--- src/conv2d_pkg.sv ---
// Shared constants and control types for the zero-padded 2D convolution core.
package conv2d_pkg;

  localparam int MAX_DIM    = 64;
  localparam int DIM_W      = $clog2(MAX_DIM);
  localparam int SIZE_W     = DIM_W + 1;
  localparam int IMG_DEPTH  = MAX_DIM * MAX_DIM;
  localparam int IMG_AW     = 2 * DIM_W;

  localparam int MAX_KERNEL = 7;
  localparam int KER_W      = 3;
  localparam int KER_DEPTH  = MAX_KERNEL * MAX_KERNEL;
  localparam int KER_AW     = $clog2(KER_DEPTH);

  localparam int VAL_W      = 16;
  localparam int PROD_W     = 2 * VAL_W;
  localparam int ACC_W      = 44;
  localparam int FRAC_W     = 8;
  localparam int SUM_W      = 32;
  localparam int IDX_W      = DIM_W + 2;

  localparam int CFG_IDX_W  = 2;
  localparam int CFG_DATA_W = 7;

  localparam logic [1:0] REQ_WEIGHT = 2'd0;
  localparam logic [1:0] REQ_PIXEL  = 2'd1;
  localparam logic [1:0] REQ_QUERY  = 2'd2;

  localparam logic [CFG_IDX_W-1:0] CFG_IMAGE_ROWS  = 2'd0;
  localparam logic [CFG_IDX_W-1:0] CFG_IMAGE_COLS  = 2'd1;
  localparam logic [CFG_IDX_W-1:0] CFG_KERNEL_ROWS = 2'd2;
  localparam logic [CFG_IDX_W-1:0] CFG_KERNEL_COLS = 2'd3;

  typedef struct packed {
    logic             load_query;
    logic             issue;
    logic [KER_W-1:0] mm;
    logic [KER_W-1:0] nn;
    logic             finish;
  } ctrl_cmd_t;

  typedef struct packed {
    logic [KER_W-1:0] kr;
    logic [KER_W-1:0] kc;
  } dp_stat_t;

endpackage

--- src/conv2d_ctrl.sv ---
// Controller: sequences the kernel taps of a query and flushes the MAC pipeline.
module conv2d_ctrl
  import conv2d_pkg::*;
(
  input  logic      clk,
  input  logic      rst,
  input  logic      query_go,
  input  dp_stat_t  stat,
  output ctrl_cmd_t cmd,
  output logic      busy
);

  typedef enum logic [3:0] {
    S_IDLE  = 4'b0001,
    S_RUN   = 4'b0010,
    S_DRAIN = 4'b0100,
    S_FIN   = 4'b1000
  } state_t;

  state_t           state, state_next;
  logic [KER_W-1:0] mm, mm_next;
  logic [KER_W-1:0] nn, nn_next;
  logic             drain_cnt, drain_cnt_next;

  always_comb begin
    state_next     = state;
    mm_next        = mm;
    nn_next        = nn;
    drain_cnt_next = drain_cnt;
    case (state)
      S_IDLE: begin
        if (query_go) begin
          state_next = S_RUN;
          mm_next    = '0;
          nn_next    = '0;
        end
      end
      S_RUN: begin
        if (nn == stat.kc - KER_W'(1)) begin
          nn_next = '0;
          if (mm == stat.kr - KER_W'(1)) begin
            state_next     = S_DRAIN;
            drain_cnt_next = 1'b0;
          end else begin
            mm_next = mm + KER_W'(1);
          end
        end else begin
          nn_next = nn + KER_W'(1);
        end
      end
      S_DRAIN: begin
        // drain: read data stage, then product stage into the accumulator
        drain_cnt_next = 1'b1;
        if (drain_cnt) begin
          state_next = S_FIN;
        end
      end
      S_FIN: begin
        state_next = S_IDLE;
      end
      default: begin
        state_next = S_IDLE;
      end
    endcase
  end

  always_ff @(posedge clk) begin
    if (rst) begin
      state     <= S_IDLE;
      mm        <= '0;
      nn        <= '0;
      drain_cnt <= 1'b0;
    end else begin
      state     <= state_next;
      mm        <= mm_next;
      nn        <= nn_next;
      drain_cnt <= drain_cnt_next;
    end
  end

  always_comb begin
    cmd.load_query = (state == S_IDLE) && query_go;
    cmd.issue      = (state == S_RUN);
    cmd.mm         = mm;
    cmd.nn         = nn;
    cmd.finish     = (state == S_FIN);
  end

  assign busy = (state != S_IDLE);

endmodule

--- config.mk ---
export PLATFORM = sky130hd
export DESIGN_NAME = conv2d_ctrl
export DESIGN_NICKNAME = d
export VERILOG_FILES = /design/src/conv2d_pkg.sv /design/src/conv2d_ctrl.sv
export SDC_FILE = /design/constraint.sdc
export NUM_CORES = 1
export LEC_CHECK = 0
export BUFFER_PORTS_ARGS = -buffer_cell sky130_fd_sc_hd__buf_2
export CORE_AREA = 2 2 40 42
export DETAILED_ROUTE_END_ITERATION = 8
export DIE_AREA = 0 0 42 44
export PLACE_DENSITY_LB_ADDON = 0.08
export SKIP_LAST_GASP = 1
export SYNTH_ARGS = -nofsm -noshare
export SYNTH_HDL_FRONTEND = slang
export SYNTH_SLANG_ARGS = --single-unit
--- constraint.sdc ---
create_clock -name clk -period 3.7 [get_ports clk]
set_input_delay 0.74 -clock clk [delete_from_list [all_inputs] [get_ports clk]]
set_output_delay 0.74 -clock clk [all_outputs]
set_load 0.01 [all_outputs]
* Word level (Yosys, flattened, before mapping)
Index checks and enable logic that the tools add are counted.
Word-level totals: flip-flop bits (word level) 11, input port bits 9, output and inout port bits 10, logic and storage cells 41
Cells by class: add/subtract/negate cells 4, equality and inequality tests 12, mux-type cells 14, reduce and logical (&&, ||, !) cells 7
Operator list (count):
- $mux W4 | 4
- $mux W3 | 4
- $pmux W3 S2 | 2
- $pmux W4 S3 | 1
- $reduce_and A4 Y1 | 2
- $add A3 B1 Y3 const B | 2
- $eq A3 B3 Y1 | 2
- $ne A2 B2 Y1 const B | 3
- $sub A3 B1 Y3 const B | 2
- $eq A4 B1 Y1 const B | 1
- $eq A4 B2 Y1 const B | 1
- $eq A4 B3 Y1 const B | 1
- $eq A4 B4 Y1 const B | 1
- $ne A2 B1 Y1 const B | 2
- $ne A4 B1 Y1 const B | 1
- $reduce_bool A2 Y1 | 2
- $reduce_and A3 Y1 | 1
- $mux W1 | 2
- $pmux W1 S2 | 1
- $reduce_and A2 Y1 | 1
- $logic_and A1 B1 Y1 | 1

* Logic depth before layout (Yosys ltp)
depth after elaboration 5, mapped depth 7, depth with buffers taken out 6

* Least setup slack after synthesis
No wires, ideal clock.
kind input to register, start point in stat[0] (netlist bit), end point reg nn[0], setup time 0.070 ns, arrival time 1.930 ns, required time 3.630 ns, setup slack 1.700 ns, stages on the path 7, buffers on the path 1, path through inv_1 -> ha_1 -> xor2_1 -> and3_1 -> buf_6 -> or3_1 -> a21oi_1
Between the ends: word-level cells in the longest chain between the ends 4
RTL lines:
- start: declaration | line conv2d_ctrl.sv:8 | input dp_stat_t stat,
- $sub A3 B1 Y3 | line conv2d_ctrl.sv:39 | if (nn == stat.kc - KER_W'(1)) begin
- $eq A3 B3 Y1 | line conv2d_ctrl.sv:39
- $mux W3 | line conv2d_ctrl.sv:39
- $pmux W3 S2 | line conv2d_ctrl.sv:30 | case (state)
- end signal: assignment | line conv2d_ctrl.sv:76 | nn <= nn_next;
- end: declaration | line conv2d_ctrl.sv:22 | logic [KER_W-1:0] nn, nn_next;
Every way passes these cells. A chain may end at the register's enable or synchronous reset.

==> flow_metrics.py <==
metrics = {
    "placement": {
        "dp_cells": 111,
        "gp_congestion": 0.765,
        "io_buffer_count": 18,
        "dp_hpwl_um": 1040,
    },
    "timing": {
        "worst_pin_slew_ns": 0.600,
        "fin_worst_skew_ns": 0.00329,
        "hold_viol": 0,
        "slew-limit-headroom": 0.596,
        "min_period_ns": 2.35,
        "fmax_ghz": 0.426,
        "fin_setup_tns_ns": 0,
        "final_max_slew_viol_count": 0,
        "rsz0062_at_grt": "false",
        "fin_crit_sh": 0.634,
        "setup-violations-final": 0,
    },
    "drt": {
        "via_per_inst": 5.75,
        "final_antenna_net_count": 0,
        "route.detailed.drc": 0,
        "vias": 661,
        "drt_wl_total_um": 1370,
        "drtIter0Drc": 21,
        "drtPass1Iterations": 3,
        "wire_per_inst_um": 11.9,
    },
    "global_routing": {
        "grtUsageTotal": 0.179,
        "gr-total-overflow": 0,
        "antenna_found_initial": 0,
        "grt_max_degree": 9,
        "grt_pass1_vias": 595,
        "grt_pass1_wl_um": 2460,
    },
    "finish": {
        "area_delta_synth_final_pct": 16.7,
        "n_antenna_cell": 0,
        "final_cell_mix": "18 x buf_2, 11 x dfxtp_1, 7 x inv_1",
        "nFillCells": 141,
        "layoutNonFillerInstCount": 115,
        "drive_above_1_share": 0.253,
        "fin_nets": 113,
        "final_common_cell": "buf_2",
    },
    "yosys": {
        "syn_nets": 93,
        "synth_edf_count": 0,
        "synth.distinct_cells": 34,
        "syn_inst": 80,
        "ys_ff_latch": 11,
        "syn_area_sq_um": 696,
        "synth_area_per_cell_sq_um": 8.70,
        "ys_warn_count": 0,
        "yosysSeqAreaShare": 0.317,
        "synthArstFlopShare": 0,
        "ys.flop_type": "dfxtp_1",
    },
    "pwr": {
        "finalPower_w": 0.000262,
        "p_comb_frac": 0.182,
        "internal_power_w": 0.000185,
        "power_frac_clock": 0.330,
        "ir_worst_vdd_mv": 0.207,
        "power_frac_seq": 0.487,
        "cellLeakagePower_nw": 0.415,
        "cellPowerDensity_nw_per_um2": 323,
        "p_switching_w": 0.0000770,
        "p_sw_frac": 0.294,
    },
    "cts": {
        "clock-sinks": 11,
        "cts.htree.levels": 1,
        "clock_latency_ns": 0.28,
        "clkTransAtPathRegs_ns": 0.07,
        "clock-root-buffer": "clkbuf_4",
        "cts_hold_buf": 0,
        "cts_buffer_depth": 2,
        "cts_resized": 0,
        "cts_setup_buffers": 0,
        "cts-buffers-inserted": 3,
        "cts_tree": "done",
    },
    "min_path": {
        "hold_path_class": "reg2reg",
    },
    "setup_path": {
        "path_cells": "or4b_1 -> inv_1 -> buf_2",
        "crit_required_ns": 2.96,
        "crit_path_top_delay_cell": "or4b_1",
        "crit_fanout": 8,
        "critPathKind": "reg2out",
        "start_kind": "flip-flop",
        "worstPathArrival_ns": 1.61,
        "critical_path_buf_inv_count": 2,
        "cp_top_family": "simple AND/OR/NAND/NOR gates",
        "cp-end-kind": "primary output",
        "slowest_delay_ns": 0.69,
    },
    "floorplan": {
        "die_y_um": 44,
        "boundaryPins": 19,
        "rows": 14,
        "die-area_sq_um": 1850,
        "core_area_sq_um": 1420,
        "chipWidth_um": 42,
        "initial_core_util": 0.490,
    },
    "status": {
        "outcome": "complete, no violations",
    },
    "run": {
        "maxCapViolCount": 0,
    },
}
-- flip-flops by register name, indices dropped and copies added, names as in the netlist --
register,cells
state,4
mm,3
nn,3
drain_cnt,1
-- metrics by stage --
step           instance area [sq um]  worst slack (ns)  hold WS [ns]   util
6_report                         812              1.35         0.477  0.572
5_1_grt                          812              1.24         0.498  0.572
4_1_cts                          812              1.35         0.479  0.572
3_5_place_dp                     786              1.53         0.473  0.554
3_3_place_gp                     786              1.56         0.472  0.554
2_1_floorplan                    696              1.70         0.431      -
-- final cells by class --
cell class                 instances  area [sq um]  area share
timing repair buffer              18          90.1       0.111
sequential                        11           220       0.271
clock buffer                       4          26.3      0.0324
multi-input combinational         59           429       0.529
inverter                           7          26.3      0.0324
tap                               16          20.0      0.0247
-- power by group through the flow --
stage / clock network, W / registers [W] / logic, W
2_1_floorplan: 0 / 0.000130 / 0.0000341
3_3_place_gp: 0 / 0.000130 / 0.0000475
3_5_place_dp: 0 / 0.000131 / 0.0000479
4_1_cts: 0.0000899 / 0.000128 / 0.0000481
5_1_grt: 0.0000986 / 0.000129 / 0.0000535
6_report: 0.0000865 / 0.000128 / 0.0000477
-- synth_stat cells, drive strengths merged (2+ instances only) --
| library cell | n | area share |
|---|---|---|
| xnor3 | 2 | 0.067 |
| nand3 | 5 | 0.036 |
| nand2 | 6 | 0.032 |
| ha | 4 | 0.072 |
| a21oi | 3 | 0.022 |
| dfxtp | 11 | 0.32 |
| nand4 | 2 | 0.018 |
| o21ai | 4 | 0.029 |
| clkbuf | 2 | 0.013 |
| nor4b | 2 | 0.025 |
| a31oi | 3 | 0.027 |
| nor2 | 5 | 0.031 |
| o311ai | 2 | 0.025 |
| xor2 | 4 | 0.050 |
| and3 | 4 | 0.038 |
| inv | 7 | 0.038 |
| o211ai | 2 | 0.022 |
-- path summary, 6_finish.rpt --
kind / from / to / slack [ns] / cells after the start
max: state[2] / cmd[7] / 1.35 / 3
min: drain_cnt / state[2] / 0.48 / 1
max reg2reg: state[2] / nn[2] / 2.02 / 4
min reg2reg: drain_cnt / state[2] / 0.48 / 1
-- per-layer routing --
metal	vias up	global-route usage	routed length, um
met3	2	0.0750	87
met4	0	0.0645	13
met5	-	0	0
met2	21	0.297	629
met1	306	0.209	640
li1	332	-	-
-- cells by family after synthesis --
group / Yosys count / synth area share
flip-flops: 11 / 0.317
buffers and inverters: 10 / 0.0665
adder cells (fa/ha/maj): 4 / 0.0719
AND/OR/NAND/NOR: 32 / 0.259
AO/OA/AOI/OAI: 17 / 0.169
XOR/XNOR: 6 / 0.117
Power figures use the tool's default switching activity.
